**src/ehb_pkg.sv**
```systemverilog
package ehb_pkg;

   typedef enum logic [1:0] {
      ACT_SEARCH = 2'd0,
      ACT_INSERT = 2'd1,
      ACT_DELETE = 2'd2,
      ACT_SPLIT  = 2'd3
   } action_type;

   typedef enum logic [1:0] {
      RS_OK     = 2'd0,
      RS_ABSENT = 2'd1,
      RS_FULL   = 2'd2,
      RS_LIMIT  = 2'd3
   } result_type;

   typedef enum logic [2:0] {
      S_IDLE,
      S_READ,
      S_EVAL,
      S_FIN,
      S_RESP
   } state_type;

   typedef struct packed {
      logic start;
      logic depth_inc;
      logic rd;
      logic idx_inc;
      logic w_inc;
      logic wr_keep;
      logic found_set;
      logic append;
      logic fill_from_w;
      logic pass2;
      logic emit_moved;
      logic emit_resp;
   } cmd_type;

   typedef struct packed {
      action_type act;
      logic       rej_now;
      logic       scan_done;
      logic       match;
      logic       keep;
      logic       found;
      logic       pass2;
      logic       no_move;
      logic       out_free;
   } stat_type;

endpackage

```
**src/extendible_hash_bucket.sv**
```systemverilog
// Channel   Direction  Handshake             Beat
// req_      in         req_valid/req_stall   action, key, value
// rsp_      out        rsp_valid/rsp_stall   status, counts, moved entry, last, fill, depth
// csr_      in         csr_wr_en             bucket id, written at once
//
// One item at a time. Each scan step reads one entry from the single-port entry memory
// and evaluates it in the next cycle. A split that moves entries scans the bucket twice.
// Search, insert and delete scan once. Inserts into a full bucket and splits at the
// depth limit are rejected without a scan.
// Reset is synchronous: the bucket is empty with local depth one and bucket id zero.
// A stalled result holds the block; no item is taken before the last beat is registered.
module extendible_hash_bucket
   import ehb_pkg::*;
#(
   parameter int BUCKET_SIZE = 8,
   parameter int KEY_WIDTH   = 32
) (
   input  logic        clock,
   input  logic        reset,
   input  logic        req_valid,
   output logic        req_stall,
   input  logic [1:0]  req_action,
   input  logic [31:0] req_key,
   input  logic [31:0] req_value,
   output logic        rsp_valid,
   input  logic        rsp_stall,
   output logic [1:0]  rsp_status,
   output logic [3:0]  rsp_removed_count,
   output logic        rsp_moved_valid,
   output logic [31:0] rsp_moved_key,
   output logic [31:0] rsp_moved_value,
   output logic        rsp_last,
   output logic [3:0]  rsp_fill_now,
   output logic [5:0]  rsp_depth_now,
   input  logic        csr_wr_en,
   input  logic [31:0] csr_wr_data
);

   cmd_type    cmd;
   stat_type   stat;
   action_type action;

   assign action = action_type'(req_action);

   ehb_ctrl u_ctrl (
      .clock      (clock),
      .reset      (reset),
      .req_valid  (req_valid),
      .req_action (action),
      .req_stall  (req_stall),
      .stat       (stat),
      .cmd        (cmd)
   );

   ehb_datapath #(
      .BUCKET_SIZE (BUCKET_SIZE),
      .KEY_WIDTH   (KEY_WIDTH)
   ) u_datapath (
      .clock             (clock),
      .reset             (reset),
      .cmd               (cmd),
      .stat              (stat),
      .req_action        (action),
      .req_key           (req_key),
      .req_value         (req_value),
      .csr_wr_en         (csr_wr_en),
      .csr_wr_data       (csr_wr_data),
      .rsp_stall         (rsp_stall),
      .rsp_valid         (rsp_valid),
      .rsp_status        (rsp_status),
      .rsp_removed_count (rsp_removed_count),
      .rsp_moved_valid   (rsp_moved_valid),
      .rsp_moved_key     (rsp_moved_key),
      .rsp_moved_value   (rsp_moved_value),
      .rsp_last          (rsp_last),
      .rsp_fill_now      (rsp_fill_now),
      .rsp_depth_now     (rsp_depth_now)
   );

endmodule

```
**src/ehb_datapath.sv**
```systemverilog
module ehb_datapath
   import ehb_pkg::*;
#(
   parameter int BUCKET_SIZE = 8,
   parameter int KEY_WIDTH   = 32
) (
   input  logic        clock,
   input  logic        reset,
   input  cmd_type     cmd,
   output stat_type    stat,
   input  action_type  req_action,
   input  logic [31:0] req_key,
   input  logic [31:0] req_value,
   input  logic        csr_wr_en,
   input  logic [31:0] csr_wr_data,
   input  logic        rsp_stall,
   output logic        rsp_valid,
   output logic [1:0]  rsp_status,
   output logic [3:0]  rsp_removed_count,
   output logic        rsp_moved_valid,
   output logic [31:0] rsp_moved_key,
   output logic [31:0] rsp_moved_value,
   output logic        rsp_last,
   output logic [3:0]  rsp_fill_now,
   output logic [5:0]  rsp_depth_now
);

   localparam int CW = $clog2(BUCKET_SIZE + 1);
   localparam int IW = (BUCKET_SIZE > 1) ? $clog2(BUCKET_SIZE) : 1;
   localparam int DW = $clog2(KEY_WIDTH + 1);

   logic [31:0] key_mem [BUCKET_SIZE];
   logic [31:0] val_mem [BUCKET_SIZE];

   action_type  act_ff, act_in;
   logic [31:0] key_ff, key_in;
   logic [31:0] val_ff, val_in;
   logic        rej_ff, rej_in;
   logic        found_ff, found_in;
   logic        pass2_ff, pass2_in;
   logic [CW-1:0] n_ff, n_in;
   logic [CW-1:0] idx_ff, idx_in;
   logic [CW-1:0] w_ff, w_in;
   logic [CW-1:0] em_ff, em_in;
   logic [CW-1:0] fill_ff, fill_in;
   logic [DW-1:0] depth_ff, depth_in;
   logic [31:0] bid_ff, bid_in;
   logic [31:0] rd_key_ff;
   logic [31:0] rd_val_ff;

   logic        rsp_valid_ff, rsp_valid_in;
   logic [1:0]  status_ff, status_in;
   logic [3:0]  removed_ff, removed_in;
   logic        moved_ff, moved_in;
   logic [31:0] mkey_ff, mkey_in;
   logic [31:0] mval_ff, mval_in;
   logic        last_ff, last_in;
   logic [3:0]  fillo_ff, fillo_in;
   logic [5:0]  deptho_ff, deptho_in;

   logic [31:0] mask;
   logic [6:0]  depth_wide;
   logic        full;
   logic        at_limit;
   logic        out_free;
   logic [CW:0] emit_sum;
   logic [CW-1:0] removed;
   result_type  resp_code;

   assign depth_wide = 7'(depth_ff);
   assign full       = (fill_ff == CW'(BUCKET_SIZE));
   assign at_limit   = (depth_wide >= 7'(KEY_WIDTH));
   assign out_free   = !rsp_valid_ff || !rsp_stall;
   assign removed    = n_ff - w_ff;
   assign emit_sum   = (CW + 1)'(em_ff) + (CW + 1)'(fill_ff) + (CW + 1)'(1);

   always_comb begin
      for (int b = 0; b < 32; b++) begin
         mask[b] = (depth_wide > 7'(b));
      end
   end

   always_comb begin
      if (rej_ff) begin
         resp_code = (act_ff == ACT_INSERT) ? RS_FULL : RS_LIMIT;
      end else begin
         case (act_ff)
            ACT_SEARCH: resp_code = found_ff ? RS_OK : RS_ABSENT;
            ACT_DELETE: resp_code = (removed != '0) ? RS_OK : RS_ABSENT;
            default:    resp_code = RS_OK;
         endcase
      end
   end

   always_comb begin
      stat.act       = act_ff;
      stat.rej_now   = ((req_action == ACT_INSERT) && full) ||
                       ((req_action == ACT_SPLIT) && at_limit);
      stat.scan_done = (idx_ff == n_ff);
      stat.match     = (rd_key_ff == key_ff);
      stat.keep      = ((rd_key_ff & mask) == bid_ff);
      stat.found     = found_ff;
      stat.pass2     = pass2_ff;
      stat.no_move   = (w_ff == n_ff);
      stat.out_free  = out_free;
   end

   always_comb begin
      act_in   = act_ff;
      key_in   = key_ff;
      val_in   = val_ff;
      rej_in   = rej_ff;
      found_in = found_ff;
      pass2_in = pass2_ff;
      n_in     = n_ff;
      idx_in   = idx_ff;
      w_in     = w_ff;
      em_in    = em_ff;
      fill_in  = fill_ff;
      depth_in = depth_ff;
      bid_in   = csr_wr_en ? csr_wr_data : bid_ff;

      if (cmd.start) begin
         act_in   = req_action;
         key_in   = req_key;
         val_in   = req_value;
         rej_in   = stat.rej_now;
         found_in = 1'b0;
         pass2_in = 1'b0;
         n_in     = fill_ff;
         idx_in   = '0;
         w_in     = '0;
         em_in    = '0;
      end
      if (cmd.depth_inc) begin
         depth_in = depth_ff + DW'(1);
      end
      if (cmd.idx_inc) begin
         idx_in = idx_ff + CW'(1);
      end
      if (cmd.w_inc) begin
         w_in = w_ff + CW'(1);
      end
      if (cmd.found_set) begin
         found_in = 1'b1;
      end
      if (cmd.append) begin
         fill_in = fill_ff + CW'(1);
      end
      if (cmd.fill_from_w) begin
         fill_in = w_ff;
      end
      if (cmd.emit_moved) begin
         em_in = em_ff + CW'(1);
      end
      if (cmd.pass2) begin
         pass2_in = 1'b1;
         idx_in   = '0;
         w_in     = '0;
         em_in    = '0;
      end
   end

   always_comb begin
      rsp_valid_in = rsp_valid_ff && rsp_stall;
      status_in    = status_ff;
      removed_in   = removed_ff;
      moved_in     = moved_ff;
      mkey_in      = mkey_ff;
      mval_in      = mval_ff;
      last_in      = last_ff;
      fillo_in     = fillo_ff;
      deptho_in    = deptho_ff;
      if (cmd.emit_moved) begin
         rsp_valid_in = 1'b1;
         status_in    = RS_OK;
         removed_in   = '0;
         moved_in     = 1'b1;
         mkey_in      = rd_key_ff;
         mval_in      = rd_val_ff;
         last_in      = (emit_sum == (CW + 1)'(n_ff));
         fillo_in     = 4'(fill_ff);
         deptho_in    = 6'(depth_ff);
      end else if (cmd.emit_resp) begin
         rsp_valid_in = 1'b1;
         status_in    = resp_code;
         removed_in   = (!rej_ff && (act_ff == ACT_DELETE)) ? 4'(removed) : 4'd0;
         moved_in     = 1'b0;
         mkey_in      = '0;
         mval_in      = '0;
         last_in      = 1'b1;
         fillo_in     = 4'(fill_ff);
         deptho_in    = 6'(depth_ff);
      end
   end

   always_ff @(posedge clock) begin
      if (reset) begin
         fill_ff      <= '0;
         depth_ff     <= DW'(1);
         bid_ff       <= '0;
         rsp_valid_ff <= 1'b0;
         found_ff     <= 1'b0;
         pass2_ff     <= 1'b0;
         rej_ff       <= 1'b0;
      end else begin
         fill_ff      <= fill_in;
         depth_ff     <= depth_in;
         bid_ff       <= bid_in;
         rsp_valid_ff <= rsp_valid_in;
         found_ff     <= found_in;
         pass2_ff     <= pass2_in;
         rej_ff       <= rej_in;
      end
   end

   always_ff @(posedge clock) begin
      act_ff    <= act_in;
      key_ff    <= key_in;
      val_ff    <= val_in;
      n_ff      <= n_in;
      idx_ff    <= idx_in;
      w_ff      <= w_in;
      em_ff     <= em_in;
      status_ff <= status_in;
      removed_ff <= removed_in;
      moved_ff  <= moved_in;
      mkey_ff   <= mkey_in;
      mval_ff   <= mval_in;
      last_ff   <= last_in;
      fillo_ff  <= fillo_in;
      deptho_ff <= deptho_in;
   end

   always_ff @(posedge clock) begin
      if (cmd.wr_keep) begin
         key_mem[w_ff[IW-1:0]] <= rd_key_ff;
         val_mem[w_ff[IW-1:0]] <= rd_val_ff;
      end else if (cmd.append) begin
         key_mem[fill_ff[IW-1:0]] <= key_ff;
         val_mem[fill_ff[IW-1:0]] <= val_ff;
      end
   end

   always_ff @(posedge clock) begin
      if (cmd.rd) begin
         rd_key_ff <= key_mem[idx_ff[IW-1:0]];
         rd_val_ff <= val_mem[idx_ff[IW-1:0]];
      end
   end

   assign rsp_valid         = rsp_valid_ff;
   assign rsp_status        = status_ff;
   assign rsp_removed_count = removed_ff;
   assign rsp_moved_valid   = moved_ff;
   assign rsp_moved_key     = mkey_ff;
   assign rsp_moved_value   = mval_ff;
   assign rsp_last          = last_ff;
   assign rsp_fill_now      = fillo_ff;
   assign rsp_depth_now     = deptho_ff;

endmodule

```
**src/ehb_ctrl.sv**
```systemverilog
module ehb_ctrl
   import ehb_pkg::*;
(
   input  logic       clock,
   input  logic       reset,
   input  logic       req_valid,
   input  action_type req_action,
   output logic       req_stall,
   input  stat_type   stat,
   output cmd_type    cmd
);

   state_type state_ff, state_in;

   always_ff @(posedge clock) begin
      if (reset) begin
         state_ff <= S_IDLE;
      end else begin
         state_ff <= state_in;
      end
   end

   always_comb begin
      state_in  = state_ff;
      cmd       = '0;
      req_stall = (state_ff != S_IDLE);
      unique case (state_ff)
         S_IDLE: begin
            if (req_valid) begin
               cmd.start = 1'b1;
               if (stat.rej_now) begin
                  state_in = S_RESP;
               end else begin
                  cmd.depth_inc = (req_action == ACT_SPLIT);
                  state_in      = S_READ;
               end
            end
         end
         S_READ: begin
            if (stat.scan_done) begin
               state_in = S_FIN;
            end else begin
               cmd.rd   = 1'b1;
               state_in = S_EVAL;
            end
         end
         S_EVAL: begin
            unique case (stat.act) inside
               ACT_SEARCH, ACT_INSERT: begin
                  cmd.found_set = stat.match;
                  cmd.idx_inc   = 1'b1;
                  state_in      = S_READ;
               end
               ACT_DELETE: begin
                  cmd.wr_keep = !stat.match;
                  cmd.w_inc   = !stat.match;
                  cmd.idx_inc = 1'b1;
                  state_in    = S_READ;
               end
               default: begin
                  if (!stat.pass2) begin
                     cmd.w_inc   = stat.keep;
                     cmd.idx_inc = 1'b1;
                     state_in    = S_READ;
                  end else if (stat.keep) begin
                     cmd.wr_keep = 1'b1;
                     cmd.w_inc   = 1'b1;
                     cmd.idx_inc = 1'b1;
                     state_in    = S_READ;
                  end else if (stat.out_free) begin
                     cmd.emit_moved = 1'b1;
                     cmd.idx_inc    = 1'b1;
                     state_in       = S_READ;
                  end
               end
            endcase
         end
         S_FIN: begin
            unique case (stat.act)
               ACT_SEARCH: begin
                  state_in = S_RESP;
               end
               ACT_INSERT: begin
                  cmd.append = !stat.found;
                  state_in   = S_RESP;
               end
               ACT_DELETE: begin
                  cmd.fill_from_w = 1'b1;
                  state_in        = S_RESP;
               end
               default: begin
                  if (stat.pass2) begin
                     state_in = S_IDLE;
                  end else begin
                     cmd.fill_from_w = 1'b1;
                     if (stat.no_move) begin
                        state_in = S_RESP;
                     end else begin
                        cmd.pass2 = 1'b1;
                        state_in  = S_READ;
                     end
                  end
               end
            endcase
         end
         S_RESP: begin
            if (stat.out_free) begin
               cmd.emit_resp = 1'b1;
               state_in      = S_IDLE;
            end
         end
         default: begin
            state_in = S_IDLE;
         end
      endcase
   end

endmodule

```
**config.mk**
```make
export PLATFORM = sky130hd
export DESIGN_NAME = extendible_hash_bucket
export DESIGN_NICKNAME = d
export VERILOG_FILES = /design/src/ehb_pkg.sv /design/src/extendible_hash_bucket.sv /design/src/ehb_datapath.sv /design/src/ehb_ctrl.sv
export SDC_FILE = /design/constraint.sdc
export NUM_CORES = 1
export LEC_CHECK = 0
export CAP_MARGIN = 20
export CORE_ASPECT_RATIO = 1.75
export CORE_MARGIN = 4
export CORE_UTILIZATION = 40
export CTS_BUF_LIST = sky130_fd_sc_hd__clkbuf_4 sky130_fd_sc_hd__clkbuf_8
export DETAILED_ROUTE_END_ITERATION = 6
export DONT_BUFFER_PORTS = 1
export PLACE_DENSITY = 0.57
export RECOVER_POWER = 25
export SYNTH_ARGS = -nofsm -noshare
export SYNTH_HDL_FRONTEND = slang
export SYNTH_SLANG_ARGS = --single-unit
```
**constraint.sdc**
```tcl
create_clock -name clock -period 18.3 [get_ports clock]
set_input_delay 4.575 -clock clock [delete_from_list [all_inputs] [get_ports clock]]
set_output_delay 4.575 -clock clock [all_outputs]
set_load 0.1 [all_outputs]
```
# After elaboration in Yosys (flattened, before gate mapping)

Memory sizes are Yosys's and may differ from the RTL's. A register that Yosys moved wholly into a read port is not among the register bits.
Index checks and enable logic that the tools add are counted.
W data, S select, Z words.

Memory bits (writable): 512
Bits of input ports: 103
Output and inout port bits: 84
Register bits after elaboration: 213
Memories kept: 2
Word-level logic and storage cells: 185

Equality and inequality tests: 17
Bitwise gates (word level): 1
Reduce and logical (&&, ||, !) cells: 27
$add $sub $neg: 8
Order comparisons: 33
Mux-type cells: 74

Memories:

| name               | depth | width | read ports | clocked after Yosys merged registers in | wr ports | RTL line           | source |
|---|---|---|---|---|---|---|---|
| u_datapath.key_mem | 8     | 32    | 1          | 1                                       | 1        | ehb_datapath.sv:32 | `logic [31:0] key_mem [BUCKET_SIZE];` |
| u_datapath.val_mem | 8     | 32    | 1          | 1                                       | 1        | ehb_datapath.sv:33 | `logic [31:0] val_mem [BUCKET_SIZE];` |

Operators with widths:

| kind                  | count |
|---|---|
| $mux W32              | 5 |
| $gt A6 B5 Y1 const B  | 16 |
| $eq A32 B32 Y1        | 2 |
| $reduce_or A32 Y1     | 2 |
| $gt A6 B4 Y1 const B  | 8 |
| $mux W4               | 10 |
| $mux W3               | 13 |
| $mux W1               | 34 |
| $and A32 B32 Y32      | 1 |
| $gt A6 B3 Y1 const B  | 4 |
| $add A4 B1 Y4 const B | 4 |
| $pmux W3 S5           | 1 |
| $reduce_bool A2 Y1    | 7 |
| $gt A6 B1 Y1 const B  | 2 |
| $gt A6 B2 Y1 const B  | 2 |
| $mux W2               | 6 |
| $mux W6               | 2 |
| $eq A4 B4 Y1          | 2 |
| $pmux W2 S2           | 2 |
| $add A6 B1 Y6 const B | 1 |
| $eq A3 B2 Y1 const B  | 2 |
| $ge A6 B6 Y1 const B  | 1 |
| $add A4 B4 Y5         | 1 |
| $add A5 B1 Y5 const B | 1 |
| other kinds (21)      | 31 |

# Longest topological paths before layout

Depth after elaboration: 11
Gate-level depth with buffers: 14
Gate-level depth less buffers: 11

# Modules after synthesis

A second synthesis with hierarchy kept.

Cell total of the unflattened synthesis: 1719
Area total of the unflattened synthesis: 31566.5 um2

By module, submodules not included:

| module       | seq. area each (um2) | area an instance (um2) | times used | cells each |
|---|---|---|---|---|
| ehb_datapath | 22952.0              | 31144.9                | 1          | 1669 |
| ehb_ctrl     | 60.1                 | 421.7                  | 1          | 50 |

# Least setup slack after synthesis

No wires, ideal clock.

Path type: input to register
Start: in rsp_stall
End: reg u_datapath.deptho_ff[0] (netlist: u_datapath.rsp_depth_now[0]), enable pin
Buffers on the path: 2
Setup time: 0.435 ns
Stages on the path: 6
Required time: 17.865 ns
Slack: 10.700 ns
Arrival: 7.165 ns
Path through: and2_1 > clkbuf_1 > nor4_2 > buf_2 > inv_1 > nand2_1

Word-level cells in the longest chain between the ends: 8
Elaborated cells on any way between the ends: 9
Classes of those cells: mux (6); reduce/logical (3)

RTL lines:

| item                                    | RTL line                        | source |
|---|---|---|
| start: declaration                      | extendible_hash_bucket.sv:26    | `input logic rsp_stall,` |
| $logic_not A1 Y1 (*)                    | ehb_datapath.sv:73              | `assign out_free = !rsp_valid_ff \|\| !rsp_stall;` |
| $logic_or A1 B1 Y1 (*)                  | ehb_datapath.sv:73              |  |
| $mux W1 (*)                             | ehb_ctrl.sv:70, ehb_ctrl.sv:107 |  |
| $mux W1                                 | ehb_ctrl.sv:65                  | `end else if (stat.keep) begin` |
| $mux W1                                 | ehb_ctrl.sv:61                  | `if (!stat.pass2) begin` |
| $mux W1                                 | ehb_ctrl.sv:48                  | `unique case (stat.act) inside` |
| $mux W1                                 | ehb_ctrl.sv:27                  | `unique case (state_ff)` |
| $reduce_bool A2 Y1 (no source line) (*) | --                              |  |
| end signal: assignment                  | ehb_datapath.sv:232             | `deptho_ff <= deptho_in;` |
| end: declaration                        | ehb_datapath.sv:59              | `logic [5:0] deptho_ff, deptho_in;` |

Mark *: on every way between the ends. The rest lies on a longest branch, timed or not.
A chain may end at the register's enable or synchronous reset.

# Worst setup path in the final report

Start: reg u_ctrl.state_ff[2]
End: out req_stall

Word-level cells in the longest chain between the ends: 1

RTL lines:

| item                     | RTL line                     | source |
|---|---|---|
| start: declaration       | ehb_ctrl.sv:13               | `state_type state_ff, state_in;` |
| start signal: assignment | ehb_ctrl.sv:19               | `state_ff <= state_in;` |
| $reduce_bool A3 Y1       | ehb_ctrl.sv:26               | `req_stall = (state_ff != S_IDLE);` |
| end: declaration         | extendible_hash_bucket.sv:21 | `output logic req_stall,` |

Every way passes these cells.

==> reports/results.ini <==
[clock_network]
path_clk_slew_ns = 0.07
cts_tree = yes
worstSkewPairLatency_ns = 0.74
h-tree-depth = 3
cts_root_buf = clkbuf_8
max-clock-path-buffers = 3
post-cts-setup-buffer-count = 0
cts_made_buffers = 112
cts.hold.buffers_added = 0
cts_resized = 0
cts_sinks = 789

[logic_synthesis]
async_flop_share_pct = 0
ys_seq_area_share_pct = 73.0
yosysUniqueCellTypes = 73
synth-seq-cells = 789
synth-main-ff-cell = edfxtp_1
netlist_instances = 1846
synth_warnings = 0
syn_area_per_cell_sq_um = 17.1
synth_area_sq_mm = 0.0315
synth_fp_nets = 1968
synth_edf_count = 721

[setup_path]
worstPathArrival_ns = 2.29
start_kind = flop
crit_chain = nor2_1, nand2_1
crit_family = simple AND/OR/NAND/NOR gates
crit_path_top_delay_cell = nand2_1
cp_data_required_time_ns = 13.73
critPathKind = reg -> out
crit_path_end_kind = output pin
slowest_delay_ns = 0.71
path_buf_inv = 0
crit_fanout = 11

[detailed_routing]
vias = 16500
first_iter_violations = 1218
routedWlPerCell_microns = 26.0
top_layer_used = met5
drc = 0
vias_per_cell = 5.42
ant_nets = 0
wl_met2_microns = 40500
dr.pass1.iters = 5
dr_wl_met3_microns = 5310
wirelength_microns = 78900
wl_met1_microns = 30000

[power]
switching_share_pct = 23.8
ir_worst_vdd_v = 0.0000556
pwr-share-comb_pct = 8.2
powerDensity_mw_per_mm2 = 110
p_clk_share_pct = 36.4
seqPwrFrac_pct = 55.4
p_int_mw = 2.93
switchingPower_uw = 914
p_leak_nw = 11.6

[timing]
finalSetupViolCount = 0
fin_crit_ns = 6.86
post-route-period-util_pct = 37.5
rsz0062_at_grt = no
tightest_slew_ns = 3.63
tns_ns = 0
finClkSkew_ns = 0.0360
slew_viol_final = 162
hold_slack_ns = 0.518
fmax_mhz = 146
hold_viol_final = 0
max-slew-margin-rel_pct = -142

[global_route]
grt_pass1_wl_microns = 116000
overflow = 0
grt_max_degree = 95
antenna_found_initial = 13
grt_pass1_vias = 17600
grt.total_usage_pct = 18.9

[worst_hold_path]
hold_class = reg -> reg

[place]
port_buffers = 0
post-dp-hpwl_microns = 46800
gp_congestion = 0.901

[floorplanning]
pin_count = 187
dieArea_sq_mm = 0.0836
die_w_microns = 220
start_util_pct = 40.2
core-area_sq_mm = 0.0784
num_rows = 136
die_height_microns = 379

[layout]
nFillCells = 6839
drive_gt1_share_pct = 20.9
finalNetCount = 2017
syn2layout_area_growth_pct = 11.0

[outcome]
outcome = finished with violations
violations = max-capacitance violations, max-slew violations

[job]
max-cap-violations = 4

==> layout by cell type (no fill, tap or decap), types with 27 or more instances in the layout <==
cell / instances
clkbuf_8: 123
dfxtp_1: 66
clkbuf_4: 27
xor2_1: 42
clkinv_1: 31
nor2_1: 79
mux2_2: 67
mux2i_1: 38
nand2_1: 228
edfxtp_1: 721
inv_1: 27
mux4_2: 128
a21oi_1: 27
and2_1: 64
==> worst paths after layout <==
path,startpoint,end,slack [ns],cells past startpoint
hold reg to reg,u_datapath.bid_ff[13],u_datapath.bid_ff[13],0.52,2
hold / removal,u_datapath.bid_ff[13],u_datapath.bid_ff[13],0.52,2
setup reg to reg,u_datapath.depth_ff[5],u_datapath.key_mem[3][16],11.89,10
setup / recovery,u_ctrl.state_ff[2],req_stall,11.44,2
==> metal layers <==
metal	vias up	global-route usage [%]
met2	535	33.3
met1	8495	22.4
li1	7250	-
met3	167	4.14
met4	4	7.68
met5	-	0
==> cells by family (layout without fill, tap and decap cells) <==
| logic type | Yosys count | count (layout) | synth area share (%) |
|---|---|---|---|
| AO/OA/AOI/OAI | 129 | 129 | 2.84 |
| buffers and inverters | 118 | 262 | 1.45 |
| XOR/XNOR | 52 | 52 | 1.44 |
| multiplexers | 233 | 233 | 12.7 |
| AND/OR/NAND/NOR | 506 | 506 | 7.75 |
| flip-flops | 789 | 789 | 73.0 |
| other | 0 | 9 | 0 |
| adder cells (fa/ha/maj) | 19 | 19 | 0.801 |
==> power groups by stage <==
stage | registers, mW | clock network [mW] | logic (mW)
floorplan | 2.12 | 0 | 0.264
global placement | 2.17 | 0 | 0.316
detailed placement | 2.17 | 0 | 0.323
CTS | 2.13 | 1.44 | 0.324
global route | 2.13 | 1.52 | 0.350
finish | 2.13 | 1.40 | 0.317
==> tightest hold or removal path: stages, from the launching register on <==
cell,delay (ns)
dfxtp_1,0.33
mux2i_1,0.07
nor2_1,0.08
==> through the flow <==
stage / total power [mW] / instances / utilization [%] / cell area (sq um) / setup WS [ns]
floorplan: 2.39 / 1846 / - / 31500 / 10.70
global placement: 2.48 / 2816 / 41.7 / 32700 / 11.53
detailed placement: 2.49 / 2816 / 41.7 / 32700 / 11.50
CTS: 3.89 / 3025 / 44.6 / 35000 / 11.41
global route: 4.01 / 3026 / 44.6 / 35000 / 11.32
finish: 3.84 / 3034 / 44.6 / 35000 / 11.44
==> cell type report <==
type	instances	area [sq um]	area share, %
diodes	9	22.5	0.0644
clock buffers	150	1900	5.42
clock inverters	59	378	1.08
inverters	28	108	0.307
multi-input cells	939	8100	23.1
flip-flops and latches	789	23000	65.8
well taps	1035	1290	3.70
repair buffers	25	178	0.508
==> synthesized netlist by cell type (12+ instances only) <==
master    number  share of area, %
clkbuf_1      59              0.70
nand3_1       21              0.33
nor2b_1       12              0.24
inv_1         28              0.33
nand2_1      229               2.7
a21oi_1       27              0.43
dfxtp_1       68               4.3
buf_1         20              0.24
mux2i_1       38               1.2
mux2_2        67               2.4
xor2_1        42               1.2
edfxtp_1     721                69
nor2_1        79              0.94
nand2b_1      17              0.34
o21ai_0       23              0.37
nor4_1        14              0.28
ha_1          17              0.67
mux4_2       128               9.1
and2_1        72               1.4
==> state kept, by name (all words and copies together) (netlist names), 32 cells and up <==
register / cells
u_datapath.val_mem: 256
u_datapath.rsp_moved_value: 32
u_datapath.key_mem: 256
u_datapath.rd_key_ff: 32
u_datapath.val_ff: 32
u_datapath.key_ff: 32
u_datapath.bid_ff: 32
u_datapath.rd_val_ff: 32
u_datapath.rsp_moved_key: 32
Power figures use the tool's default switching activity.
